===== config.mk =====
export PLATFORM = sky130hd
export DESIGN_NAME = triangle_contour_segments
export DESIGN_NICKNAME = d
export VERILOG_FILES = /design/src/hw/rtl/tcs_pkg.sv /design/src/hw/rtl/tcs_divider.sv /design/src/hw/rtl/triangle_contour_segments.sv
export SDC_FILE = /design/constraint.sdc
export NUM_CORES = 2
export LEC_CHECK = 0
export ABC_AREA = 1
export BUFFER_PORTS_ARGS = -buffer_cell sky130_fd_sc_hd__buf_2
export CAP_MARGIN = 25
export CORE_MARGIN = 2
export CORE_UTILIZATION = 45
export CTS_BUF_LIST = sky130_fd_sc_hd__clkbuf_16
export CTS_CLUSTER_SIZE = 10
export DETAILED_ROUTE_END_ITERATION = 12
export PLACE_DENSITY_LB_ADDON = 0.2
export RECOVER_POWER = 25
export SYNTH_ARGS = -nofsm -noshare
export SYNTH_HDL_FRONTEND = slang
export SYNTH_SLANG_ARGS = --single-unit

===== constraint.sdc =====
create_clock -name clk -period 74.2 [get_ports clk]
set_input_delay 7.42 -clock clk [delete_from_list [all_inputs] [get_ports clk]]
set_output_delay 7.42 -clock clk [all_outputs]
set_load 0.01 [all_outputs]

===== src/hw/rtl/tcs_pkg.sv =====
package tcs_pkg;

	// Active contour levels supported by the datapath
	localparam int MAX_LEVELS = 4;
	localparam int LVL_W      = 2;

	// Divider: quotient bits, stages and steps per stage
	localparam int QUO_W      = 16;
	localparam int DIV_STAGES = 4;
	localparam int DIV_STEPS  = QUO_W / DIV_STAGES;

	// Configuration register indexes
	typedef enum logic [2:0] {
		REG_LEVEL_0,
		REG_LEVEL_1,
		REG_LEVEL_2,
		REG_LEVEL_3,
		REG_NUM_LEVELS,
		REG_GRID_SCALE,
		REG_X_OFFSET,
		REG_Y_OFFSET
	} reg_idx_t;

	// Job sideband carried alongside the divider
	typedef struct packed {
		logic             tri_idx;
		logic [LVL_W-1:0] lv;
		logic             eoc;
		logic             hits2;
		logic [3:0]       ends0;
		logic [3:0]       ends1;
		logic [23:0]      sc;
		logic [23:0]      sr;
	} meta_t;

	// Side endpoints as {dj1, dk1, dj2, dk2}
	function automatic logic [3:0] side_ends(input logic tri_idx, input logic [1:0] sd);
		logic [3:0] e;
		unique case ({tri_idx, sd})
			3'b000: e = 4'b1001;
			3'b001: e = 4'b0001;
			3'b010: e = 4'b0010;
			3'b100: e = 4'b1001;
			3'b101: e = 4'b0111;
			3'b110: e = 4'b1011;
			default: e = 4'b0000;
		endcase
		return e;
	endfunction

endpackage


===== src/hw/rtl/tcs_divider.sv =====
// Pipelined restoring divider: 32-bit numerator, 16-bit divisor, 16-bit quotient.
// Numerator must be below divisor * 2^16.
module tcs_divider (
	input  logic        clk,
	input  logic        en,
	input  logic [31:0] num,
	input  logic [15:0] den,
	output logic [15:0] quo,
	output logic        rem_nz
);

	logic [15:0] rem_s [tcs_pkg::DIV_STAGES];
	logic [15:0] low_s [tcs_pkg::DIV_STAGES];
	logic [15:0] quo_s [tcs_pkg::DIV_STAGES];
	logic [15:0] den_s [tcs_pkg::DIV_STAGES];

	logic [15:0] rem_n [tcs_pkg::DIV_STAGES];
	logic [15:0] low_n [tcs_pkg::DIV_STAGES];
	logic [15:0] quo_n [tcs_pkg::DIV_STAGES];
	logic [15:0] den_n [tcs_pkg::DIV_STAGES];

	// Each stage retires DIV_STEPS quotient bits
	always_comb begin
		logic [15:0] r;
		logic [15:0] l;
		logic [15:0] q;
		logic [15:0] d;
		logic [16:0] t;
		for (int k = 0; k < tcs_pkg::DIV_STAGES; k++) begin
			if (k == 0) begin
				r = num[31:16];
				l = num[15:0];
				q = '0;
				d = den;
			end else begin
				r = rem_s[k-1];
				l = low_s[k-1];
				q = quo_s[k-1];
				d = den_s[k-1];
			end
			for (int s = 0; s < tcs_pkg::DIV_STEPS; s++) begin
				t = {r, l[15]};
				l = {l[14:0], 1'b0};
				if (t >= {1'b0, d}) begin
					r = 16'(t - {1'b0, d});
					q = {q[14:0], 1'b1};
				end else begin
					r = t[15:0];
					q = {q[14:0], 1'b0};
				end
			end
			rem_n[k] = r;
			low_n[k] = l;
			quo_n[k] = q;
			den_n[k] = d;
		end
	end

	always_ff @(posedge clk) begin
		if (en) begin
			rem_s <= rem_n;
			low_s <= low_n;
			quo_s <= quo_n;
			den_s <= den_n;
		end
	end

	assign quo    = quo_s[tcs_pkg::DIV_STAGES-1];
	assign rem_nz = |rem_s[tcs_pkg::DIV_STAGES-1];

endmodule


===== src/hw/rtl/triangle_contour_segments.sv =====
// Marching-triangles contour segment generator. Each accepted cell is split into two
// triangles and one (triangle, level) job is issued per cycle while the output is not
// stalled, so a cell holds the input until its 2*num_levels jobs are issued (one job when
// no level is active; num_levels is clamped to 4); the job sequencer issues the jobs.
// Jobs run through a nine-stage pipeline (job issue, crossing select, multiply, a four-stage
// divider for the interpolation, rounding, offset and saturation), then one holding
// register that resolves last_segment, then the output register; a segment waits in the
// holding register until the next segment or the end of its cell is seen. Up to one
// segment per cycle leaves while the output is not stalled.
// Configuration writes are always taken and must only happen while the block is idle.
module triangle_contour_segments (
	input  logic               clk,
	input  logic               arst_n,
	input  logic               in_valid,
	output logic               in_stall,
	input  logic [7:0]         cell_row,
	input  logic [7:0]         cell_col,
	input  logic [7:0]         z_base,
	input  logic [7:0]         z_right,
	input  logic [7:0]         z_up,
	input  logic [7:0]         z_diag,
	output logic               out_valid,
	input  logic               out_stall,
	output logic [1:0]         level_index,
	output logic               triangle_index,
	output logic signed [15:0] x_start,
	output logic signed [15:0] y_start,
	output logic signed [15:0] x_end,
	output logic signed [15:0] y_end,
	output logic               last_segment,
	input  logic               cfg_valid,
	output logic               cfg_ready,
	input  logic [2:0]         cfg_index,
	input  logic [15:0]        cfg_data
);

	// Configuration registers
	logic [15:0]        level_q [tcs_pkg::MAX_LEVELS];
	logic [2:0]         num_levels_q;
	logic [15:0]        grid_scale_q;
	logic signed [15:0] x_offset_q;
	logic signed [15:0] y_offset_q;

	assign cfg_ready = 1'b1;

	always_ff @(posedge clk or negedge arst_n) begin
		if (!arst_n) begin
			for (int i = 0; i < tcs_pkg::MAX_LEVELS; i++) level_q[i] <= '0;
			num_levels_q <= '0;
			grid_scale_q <= 16'd256;
			x_offset_q   <= '0;
			y_offset_q   <= '0;
		end else if (cfg_valid) begin
			unique case (tcs_pkg::reg_idx_t'(cfg_index))
				tcs_pkg::REG_LEVEL_0:    level_q[0]   <= cfg_data;
				tcs_pkg::REG_LEVEL_1:    level_q[1]   <= cfg_data;
				tcs_pkg::REG_LEVEL_2:    level_q[2]   <= cfg_data;
				tcs_pkg::REG_LEVEL_3:    level_q[3]   <= cfg_data;
				tcs_pkg::REG_NUM_LEVELS: num_levels_q <= cfg_data[2:0];
				tcs_pkg::REG_GRID_SCALE: grid_scale_q <= cfg_data;
				tcs_pkg::REG_X_OFFSET:   x_offset_q   <= cfg_data;
				tcs_pkg::REG_Y_OFFSET:   y_offset_q   <= cfg_data;
			endcase
		end
	end

	// Pipeline advances whenever the output register can take a transaction
	logic out_valid_q;
	logic adv;
	assign adv = !out_valid_q || !out_stall;

	// Job sequencer
	logic       busy_q;
	logic       tri_q;
	logic [1:0] lv_q;
	logic [7:0] row_q, col_q, zb_q, zr_q, zu_q, zd_q;
	logic [2:0] act;
	logic       last_job;
	logic       lv_end;
	logic       issue;
	logic       accept;

	assign act      = (num_levels_q > 3'(tcs_pkg::MAX_LEVELS)) ?
	                  3'(tcs_pkg::MAX_LEVELS) : num_levels_q;
	assign lv_end   = ({1'b0, lv_q} == act - 3'd1);
	assign last_job = (act == 3'd0) || (tri_q && lv_end);
	assign issue    = busy_q && adv;
	assign in_stall = busy_q && !(adv && last_job);
	assign accept   = in_valid && !in_stall;

	always_ff @(posedge clk or negedge arst_n) begin
		if (!arst_n) begin
			busy_q <= 1'b0;
			tri_q  <= 1'b0;
			lv_q   <= '0;
		end else if (issue && last_job) begin
			busy_q <= in_valid;
			tri_q  <= 1'b0;
			lv_q   <= '0;
		end else if (!busy_q) begin
			busy_q <= in_valid;
		end else if (issue) begin
			if (lv_end) begin
				tri_q <= 1'b1;
				lv_q  <= '0;
			end else begin
				lv_q <= lv_q + 2'd1;
			end
		end
	end

	always_ff @(posedge clk) begin
		if (accept) begin
			row_q <= cell_row;
			col_q <= cell_col;
			zb_q  <= z_base;
			zr_q  <= z_right;
			zu_q  <= z_up;
			zd_q  <= z_diag;
		end
	end

	// Stage 1: issued job
	logic       v_s1, tri_s1, eoc_s1, empty_s1;
	logic [1:0] lv_s1;
	logic [7:0] row_s1, col_s1, zb_s1, zr_s1, zu_s1, zd_s1;

	always_ff @(posedge clk or negedge arst_n) begin
		if (!arst_n) v_s1 <= 1'b0;
		else if (adv) v_s1 <= issue;
	end

	always_ff @(posedge clk) begin
		if (adv) begin
			tri_s1   <= tri_q;
			lv_s1    <= lv_q;
			eoc_s1   <= last_job;
			empty_s1 <= (act == 3'd0);
			row_s1   <= row_q;
			col_s1   <= col_q;
			zb_s1    <= zb_q;
			zr_s1    <= zr_q;
			zu_s1    <= zu_q;
			zd_s1    <= zd_q;
		end
	end

	// Crossing test on the three sides, pick the first two crossings
	function automatic logic [7:0] zsel(input logic [1:0] p, input logic [7:0] zb,
		input logic [7:0] zr, input logic [7:0] zu, input logic [7:0] zd);
		logic [7:0] z;
		unique case (p)
			2'b00: z = zb;
			2'b01: z = zr;
			2'b10: z = zu;
			2'b11: z = zd;
		endcase
		return z;
	endfunction

	logic [15:0] lvl_c;
	logic [2:0]  cross_c;
	logic [15:0] num_c [3];
	logic [15:0] den_c [3];
	logic [3:0]  ends_c [3];
	logic [1:0]  first_c, second_c;
	logic        hits2_c;

	assign lvl_c = level_q[lv_s1];

	always_comb begin
		logic [7:0] z1;
		logic [7:0] z2;
		logic       b1;
		logic       b2;
		for (int sd = 0; sd < 3; sd++) begin
			ends_c[sd] = tcs_pkg::side_ends(tri_s1, 2'(sd));
			z1 = zsel(ends_c[sd][3:2], zb_s1, zr_s1, zu_s1, zd_s1);
			z2 = zsel(ends_c[sd][1:0], zb_s1, zr_s1, zu_s1, zd_s1);
			b1 = {z1, 8'h00} < lvl_c;
			b2 = {z2, 8'h00} < lvl_c;
			cross_c[sd] = b1 ^ b2;
			if (z1 < z2) begin
				num_c[sd] = lvl_c - {z1, 8'h00};
				den_c[sd] = {8'(z2 - z1), 8'h00};
			end else begin
				num_c[sd] = {z1, 8'h00} - lvl_c;
				den_c[sd] = {8'(z1 - z2), 8'h00};
			end
		end
		first_c  = cross_c[0] ? 2'd0 : (cross_c[1] ? 2'd1 : 2'd2);
		second_c = (cross_c[0] && cross_c[1]) ? 2'd1 : 2'd2;
		hits2_c  = !empty_s1 && ((cross_c[0] && cross_c[1]) || (cross_c[0] && cross_c[2]) ||
		                         (cross_c[1] && cross_c[2]));
	end

	// Stage 2: crossing parameters
	logic        v_s2, tri_s2, eoc_s2, hits2_s2;
	logic [1:0]  lv_s2;
	logic [7:0]  row_s2, col_s2;
	logic [15:0] num0_s2, den0_s2, num1_s2, den1_s2;
	logic [3:0]  ends0_s2, ends1_s2;

	always_ff @(posedge clk or negedge arst_n) begin
		if (!arst_n) v_s2 <= 1'b0;
		else if (adv) v_s2 <= v_s1;
	end

	always_ff @(posedge clk) begin
		if (adv) begin
			tri_s2   <= tri_s1;
			lv_s2    <= lv_s1;
			eoc_s2   <= eoc_s1;
			hits2_s2 <= hits2_c;
			row_s2   <= row_s1;
			col_s2   <= col_s1;
			num0_s2  <= num_c[first_c];
			den0_s2  <= den_c[first_c];
			ends0_s2 <= ends_c[first_c];
			num1_s2  <= num_c[second_c];
			den1_s2  <= den_c[second_c];
			ends1_s2 <= ends_c[second_c];
		end
	end

	// Stage 3: scale products
	logic                 v_s3;
	tcs_pkg::meta_t       meta_s3;
	logic [31:0]          p0_s3, p1_s3;
	logic [15:0]          den0_s3, den1_s3;

	always_ff @(posedge clk or negedge arst_n) begin
		if (!arst_n) v_s3 <= 1'b0;
		else if (adv) v_s3 <= v_s2;
	end

	always_ff @(posedge clk) begin
		if (adv) begin
			meta_s3.tri_idx <= tri_s2;
			meta_s3.lv      <= lv_s2;
			meta_s3.eoc     <= eoc_s2;
			meta_s3.hits2   <= hits2_s2;
			meta_s3.ends0   <= ends0_s2;
			meta_s3.ends1   <= ends1_s2;
			meta_s3.sc      <= 24'(grid_scale_q) * 24'(col_s2);
			meta_s3.sr      <= 24'(grid_scale_q) * 24'(row_s2);
			p0_s3           <= 32'(grid_scale_q) * 32'(num0_s2);
			p1_s3           <= 32'(grid_scale_q) * 32'(num1_s2);
			den0_s3         <= den0_s2;
			den1_s3         <= den1_s2;
		end
	end

	// Stages 4..7: interpolation fractions
	logic [15:0] quo0, quo1;
	logic        rnz0, rnz1;

	tcs_divider u_div0 (
		.clk    (clk),
		.en     (adv),
		.num    (p0_s3),
		.den    (den0_s3),
		.quo    (quo0),
		.rem_nz (rnz0)
	);

	tcs_divider u_div1 (
		.clk    (clk),
		.en     (adv),
		.num    (p1_s3),
		.den    (den1_s3),
		.quo    (quo1),
		.rem_nz (rnz1)
	);

	logic           v_s4, v_s5, v_s6, v_s7;
	tcs_pkg::meta_t meta_s4, meta_s5, meta_s6, meta_s7;

	always_ff @(posedge clk or negedge arst_n) begin
		if (!arst_n) begin
			v_s4 <= 1'b0;
			v_s5 <= 1'b0;
			v_s6 <= 1'b0;
			v_s7 <= 1'b0;
		end else if (adv) begin
			v_s4 <= v_s3;
			v_s5 <= v_s4;
			v_s6 <= v_s5;
			v_s7 <= v_s6;
		end
	end

	always_ff @(posedge clk) begin
		if (adv) begin
			meta_s4 <= meta_s3;
			meta_s5 <= meta_s4;
			meta_s6 <= meta_s5;
			meta_s7 <= meta_s6;
		end
	end

	// Rounded position in 8.8 units plus one half; floor of a descending step
	// drops one when the fraction is inexact
	function automatic logic [25:0] acc_calc(input logic [23:0] bprod, input logic add_s,
		input logic [15:0] s, input logic e_from, input logic e_to, input logic [15:0] q,
		input logic rnz);
		logic [25:0] a;
		a = 26'(bprod) + (add_s ? 26'(s) : 26'd0) + 26'd128;
		if (e_to && !e_from) a = a + 26'(q);
		else if (e_from && !e_to) a = a - 26'(q) - 26'(rnz);
		return a;
	endfunction

	// Stage 8: accumulated coordinates
	logic        v_s8, tri_s8, eoc_s8, hits2_s8;
	logic [1:0]  lv_s8;
	logic [25:0] ax0_s8, ay0_s8, ax1_s8, ay1_s8;

	always_ff @(posedge clk or negedge arst_n) begin
		if (!arst_n) v_s8 <= 1'b0;
		else if (adv) v_s8 <= v_s7;
	end

	always_ff @(posedge clk) begin
		if (adv) begin
			tri_s8   <= meta_s7.tri_idx;
			lv_s8    <= meta_s7.lv;
			eoc_s8   <= meta_s7.eoc;
			hits2_s8 <= meta_s7.hits2;
			ax0_s8   <= acc_calc(meta_s7.sc, meta_s7.ends0[2], grid_scale_q,
			                     meta_s7.ends0[2], meta_s7.ends0[0], quo0, rnz0);
			ay0_s8   <= acc_calc(meta_s7.sr, meta_s7.ends0[3], grid_scale_q,
			                     meta_s7.ends0[3], meta_s7.ends0[1], quo0, rnz0);
			ax1_s8   <= acc_calc(meta_s7.sc, meta_s7.ends1[2], grid_scale_q,
			                     meta_s7.ends1[2], meta_s7.ends1[0], quo1, rnz1);
			ay1_s8   <= acc_calc(meta_s7.sr, meta_s7.ends1[3], grid_scale_q,
			                     meta_s7.ends1[3], meta_s7.ends1[1], quo1, rnz1);
		end
	end

	// Add origin and clamp to signed 16 bits
	function automatic logic signed [15:0] sat_coord(input logic signed [15:0] off,
		input logic [25:0] acc);
		logic signed [18:0] sum;
		sum = 19'(off) + $signed({2'b00, acc[24:8]});
		if (sum > 19'sd32767) return 16'sh7fff;
		else if (sum < -19'sd32768) return 16'sh8000;
		else return sum[15:0];
	endfunction

	logic signed [15:0] x0_c, y0_c, x1_c, y1_c;

	assign x0_c = sat_coord(x_offset_q, ax0_s8);
	assign y0_c = sat_coord(y_offset_q, ay0_s8);
	assign x1_c = sat_coord(x_offset_q, ax1_s8);
	assign y1_c = sat_coord(y_offset_q, ay1_s8);

	// Stage 9: final segment
	logic               v_s9, tri_s9, eoc_s9, seg_s9;
	logic [1:0]         lv_s9;
	logic signed [15:0] x0_s9, y0_s9, x1_s9, y1_s9;

	always_ff @(posedge clk or negedge arst_n) begin
		if (!arst_n) v_s9 <= 1'b0;
		else if (adv) v_s9 <= v_s8;
	end

	always_ff @(posedge clk) begin
		if (adv) begin
			tri_s9 <= tri_s8;
			lv_s9  <= lv_s8;
			eoc_s9 <= eoc_s8;
			seg_s9 <= hits2_s8 && ((x0_c != x1_c) || (y0_c != y1_c));
			x0_s9  <= x0_c;
			y0_s9  <= y0_c;
			x1_s9  <= x1_c;
			y1_s9  <= y1_c;
		end
	end

	// Holding register: a segment leaves once the next one or the end of its cell is seen
	logic               pend_valid_q, pend_final_q;
	logic               pend_tri_q;
	logic [1:0]         pend_lv_q;
	logic signed [15:0] pend_x0_q, pend_y0_q, pend_x1_q, pend_y1_q;
	logic               j_seg, j_eoc;
	logic               flush_final, flush_next, flush_end, load_out;

	assign j_seg       = v_s9 && seg_s9;
	assign j_eoc       = v_s9 && eoc_s9;
	assign flush_final = pend_valid_q && pend_final_q;
	assign flush_next  = pend_valid_q && !pend_final_q && j_seg;
	assign flush_end   = pend_valid_q && !pend_final_q && !j_seg && j_eoc;
	assign load_out    = flush_final || flush_next || flush_end;

	always_ff @(posedge clk or negedge arst_n) begin
		if (!arst_n) begin
			pend_valid_q <= 1'b0;
			pend_final_q <= 1'b0;
		end else if (adv) begin
			if (j_seg) begin
				pend_valid_q <= 1'b1;
				pend_final_q <= eoc_s9;
			end else if (load_out) begin
				pend_valid_q <= 1'b0;
			end
		end
	end

	always_ff @(posedge clk) begin
		if (adv && j_seg) begin
			pend_tri_q <= tri_s9;
			pend_lv_q  <= lv_s9;
			pend_x0_q  <= x0_s9;
			pend_y0_q  <= y0_s9;
			pend_x1_q  <= x1_s9;
			pend_y1_q  <= y1_s9;
		end
	end

	// Output register
	logic               out_tri_q, out_last_q;
	logic [1:0]         out_lv_q;
	logic signed [15:0] out_x0_q, out_y0_q, out_x1_q, out_y1_q;

	always_ff @(posedge clk or negedge arst_n) begin
		if (!arst_n) out_valid_q <= 1'b0;
		else if (adv) out_valid_q <= load_out;
	end

	always_ff @(posedge clk) begin
		if (adv && load_out) begin
			out_tri_q  <= pend_tri_q;
			out_lv_q   <= pend_lv_q;
			out_x0_q   <= pend_x0_q;
			out_y0_q   <= pend_y0_q;
			out_x1_q   <= pend_x1_q;
			out_y1_q   <= pend_y1_q;
			out_last_q <= flush_final || flush_end;
		end
	end

	assign out_valid      = out_valid_q;
	assign level_index    = out_lv_q;
	assign triangle_index = out_tri_q;
	assign x_start        = out_x0_q;
	assign y_start        = out_y0_q;
	assign x_end          = out_x1_q;
	assign y_end          = out_y1_q;
	assign last_segment   = out_last_q;

endmodule


Word level (Yosys, flattened, before mapping)
Cells that the tools add are included.

Flip-flop bits (word level): 1387. Bits of input ports: 72. Output and inout bits: 71. Logic and storage cells: 516.

Add/subtract/negate cells: 70. $mul: 4. $lt $le $gt $ge: 53. Eq/ne operators: 22. Mux-type cells: 133. Bitwise operators: 7. Reductions and logical operators: 75.

Operator list (number): $mux W16 (60); $sub A16 B16 Y16 (38); $ge A17 B16 Y1 (32); $mux W25 (8); $bmux W16 S2 (5); $pmux W8 S4 (4); $add A24 B16 Y25 (4); $add A25 B16 Y25 (4); $add A25 B8 Y25 const B (4); $sub A25 B1 Y25 (4); $sub A25 B16 Y25 (4); $lt A16 B16 Y1 (6); $add A16 B18 Y19 (4); $gt A19 B16 Y1 const B (4); $lt A19 B16 Y1 const B (4); $mul A16 B16 Y32 (2); $mul A16 B8 Y24 (2); $sub A8 B8 Y8 (6); $mux W1 (40); $ne A16 B16 Y1 (2); $reduce_or A16 Y1 (2); $logic_and A1 B1 Y1 (28); $lt A8 B8 Y1 (3); $reduce_and A2 Y1 (11); 24 further kinds (83).

Depth between registers and ports, before layout
Depth after elaboration: 12. Mapped depth: 58.

Hierarchy
From an unflattened synthesis, not the netlist that was laid out.

Cells, all modules: 14886. Area, all modules: 121861.9 sq um.

Modules (own cells, without submodules): triangle_contour_segments (times used 1, cells an instance 8761, area each 78696.7 sq um); tcs_divider at u_div0 (times used 1, cells an instance 3109, area each 21724.6 sq um); tcs_divider at u_div1 (times used 1, cells an instance 3016, area each 21440.6 sq um).

Worst setup path after synthesis
No wires, ideal clock.

Kind: input -> register. Start: in out_stall. End: reg v_s9. Data arrival time: 34.006 ns. Data required time: 72.945 ns. Path slack: 38.939 ns. Cell stages on the path: 3. Buffers on the path: 1. Cell sequence: nand2_1 buf_1 o21ai_0.

Word-level cells in the longest chain between the ends: 2.

RTL lines: from (decl) (RTL line triangle_contour_segments.sv:23) `input logic out_stall,`; $logic_not A1 Y1 (RTL line triangle_contour_segments.sv:70) `assign adv = !out_valid_q || !out_stall;`; $logic_or A1 B1 Y1 (RTL line triangle_contour_segments.sv:70); named net adv (RTL line triangle_contour_segments.sv:69) `logic adv;`; to (signal assigned) (RTL line triangle_contour_segments.sv:365) `else if (adv) v_s9 <= v_s8;`; to (decl) (RTL line triangle_contour_segments.sv:359) `logic v_s9, tri_s9, eoc_s9, seg_s9;`.

The timed path passes the listed nets, and every way through them passes these cells. A chain may end at the register's enable or synchronous reset.

Worst setup path after layout
Start: in out_stall. End: out in_stall.

Word-level cells in the longest chain between the ends: 5.

RTL lines: $logic_not A1 Y1 (RTL line triangle_contour_segments.sv:70); $logic_or A1 B1 Y1 (RTL line triangle_contour_segments.sv:70); $logic_and A1 B1 Y1 (RTL line triangle_contour_segments.sv:88) `assign in_stall = busy_q && !(adv && last_job);`; $logic_not A1 Y1 (RTL line triangle_contour_segments.sv:88); $logic_and A1 B1 Y1 (RTL line triangle_contour_segments.sv:88); to (decl) (RTL line triangle_contour_segments.sv:15) `output logic in_stall,`.

No other way between the ends.

==> reports/qor.yml <==
status: "complete, but fails checks"
failed_checks: "max-capacitance violations, max-slew violations"
fin_util_pct: 49.3
yosys.area_share.simple_pct: 16.2
cp_max_fo: 64
worstPathArrival_ns: 8.67
grt_pass1_vias: 78466
synthCells: 11852
start_util_pct: 45.3
period_share_pct: 21.7
ys_types: 72
drtPass1Iterations: 7
clock_sinks: 1269
multi_input_area_um2: 57700
grt_max_degree: 163
fp.dieArea_um2: 236000
r2r_slack_ns: 64.02
worstRegToRegCells: 50
die_w_um: 485
overflow: 0
layout-drive-gt1-share_pct: 4.75
insertion_delay_ns: 0.84
critPathLaunchType: "input port"
r2r_start: "u_div1.den_n[40]"
yosys_most_used_dff: "edfxtp_1"
synth_area_um2: 104000
ctsResizeCount: 0
drt.antenna.violating_nets: 0
hold_buffers: 0
finalClockSkew_ns: 0.0644
avgSynthCellArea_um2: 8.80
worst_slew_pin_slew_ns: 2.15
fin_crit_ns: 16.09
required_ns: 66.78
endpoint_kind: "primary output"
cts_buffers: 157
fillers: 21516
clkTransAtPathRegs_ns: 0.06
maxCapViolCount: 3
grt_pass1_wl_um: 444000
syn_to_final_growth_pct: 8.70
port_buffers: 141
hpwl_um: 226000
cts_tree: "yes"
synth_top_family_by_area: "adder cells"
grt_usage_pct: 24.2
drc: 0
synthArstFlopShare_pct: 10.3
routed_wl_um: 287000
max_clock_freq_mhz: 62.1
antenna_found_initial: 16
seq_area_frac_synth_pct: 35.9
avgRoutedWirePerCell_um: 19.0
crit_start: "out_stall"
setup_viol: 0
synth-edff-count: 1138
final_common_cell: "nand2_1"
max_slew_margin_pct: -43.0
min_from: "row_s1[4]"
yosys_warnings: 0
holdPathStages: 0
drt_iter0_markers: 5833
r2r_end: "u_div1.rem_s[41]"
gp_congestion: 0.944
htree_levels: 4
yosys-mux-area-fraction_pct: 0.0576
synth_compound_area_share_pct: 9.22
rsz0062_at_grt: "false"
synth_adder_area_share_pct: 24.3
hold_path.class: "flop to flop"
layout.area.seq_um2: 37500
synth-xor-area-share_pct: 5.34
layout_common_cells: "2772 x nand2_1, 2155 x inv_1, 1138 x edfxtp_1"
synth-seq-cells: 1269
io_pins: 143
hold_violations: 0
num_vias: 79148
post_cts_buffers: 0
num_rows: 176
setup_tns_ns: 0
hold_end: "row_s2[4]"
final-max-slew-violation-count: 88
root_buffer: "clkbuf_16"
clk_path_buf_depth: 3
layout.nets: 13719
setup.worst_path.class: "input port to primary output"
coreArea_um2: 230000
vias_per_cell: 5.24
die_h_um: 485
## how the worst max path moves through the flow
stage / end / slack [ns]
2_1_floorplan: v_s9 / 38.94
3_3_place_gp: in_stall / 58.15
3_5_place_dp: in_stall / 58.06
4_1_cts: in_stall / 58.06
5_1_grt: in_stall / 57.98
6_report: in_stall / 58.11
## stage by stage
stage	area, um2	worst slack, ns	hold slack (ns)	cells
finish	113000	58.11	0.392	15094
global route	113000	57.98	0.395	15091
CTS	113000	58.06	0.384	15084
detailed placement	108000	58.06	0.405	14828
global placement	108000	58.15	0.400	14826
floorplan	105000	38.94	0.400	11915
## flip-flops by register name (all words and copies together), names as in the netlist, 61 cells and up
| signal | count |
|---|---|
| meta_s3 | 61 |
| u_div0.rem_s | 63 |
| u_div1.rem_s | 64 |
| meta_s5 | 61 |
| meta_s6 | 61 |
| level_q | 64 |
| meta_s4 | 61 |
| meta_s7 | 61 |
## metal layers
metal	up-vias	share of wire, %	track usage [%]
met2	2071	47	40.6
met1	38035	43	31.8
li1	38570	-	-
met4	6	4.1	9.33
met3	466	5.4	3.26
met5	-	0.014	0
## layout make-up
class	instances	area share, %
Antenna cell	5	0.0110
Clock buffer	159	3.51
Clock inverter	97	0.814
Inverter	2128	7.05
Multi-Input combinational cell	8187	50.9
Sequential cell	1269	33.1
Tap cell	3026	3.34
Timing Repair Buffer	223	1.29
## synthesized netlist by cell type (7+ instances only)
master     instances  area (um2)
dfrtp_1          130        3250
fa_1             573       11500
nand4_1          107         669
o221ai_1          43         377
or2_2             30         188
a31oi_1           42         263
a32oi_1            9        78.8
inv_2             16        60.1
nor2_1           565        2120
o21a_1            11        82.6
edfxtp_1        1138       34200
o21bai_1          56         420
ha_1            1108       13900
buf_6              7        78.8
inv_1           2106        7910
buf_2             16        80.1
buf_4              8        60.1
nor3_1            71         355
a211oi_1          32         240
o2111ai_1         11        96.3
nand2_4            9         101
o22ai_1           21         131
nand3_1          376        1880
o21ai_2            7        61.3
buf_1             10        37.5
nand3_2           14         140
a21o_1            51         383
nand3b_1          36         270
nor4_1            20         125
o211ai_1          20         150
xor2_1           442        3870
o21ai_1           32         160
a21boi_0          19         143
nor3b_1            9        67.6
clkbuf_1         289        1080
a21oi_1          663        3320
nand2_1         2773       10400
o31ai_1           18         135
nor2_2            12        75.1
nand2_2           31         194
o21ai_0          643        3220
xnor2_1          192        1680
a221oi_1          13         114
## worst max-delay path, cell delays in order
cell	delay, ns
buf_2	0.10
nand2_4	0.41
a21oi_1	0.51
buf_2	0.20
## cells by family (layout without fill, tap and decap cells)
family          count (synthesis)  count (layout)
compound gates               1717            1717
other cells                     2              70
fa+ha+maj                    1681            1681
buf+inv                      2459            2607
xor+xnor                      635             635
mux                             6               6
flops                        1269            1269
simple gates                 4083            4083
Power is not shown: default switching activity piles up to over one toggle a cycle in this logic, so the estimate is an artifact.
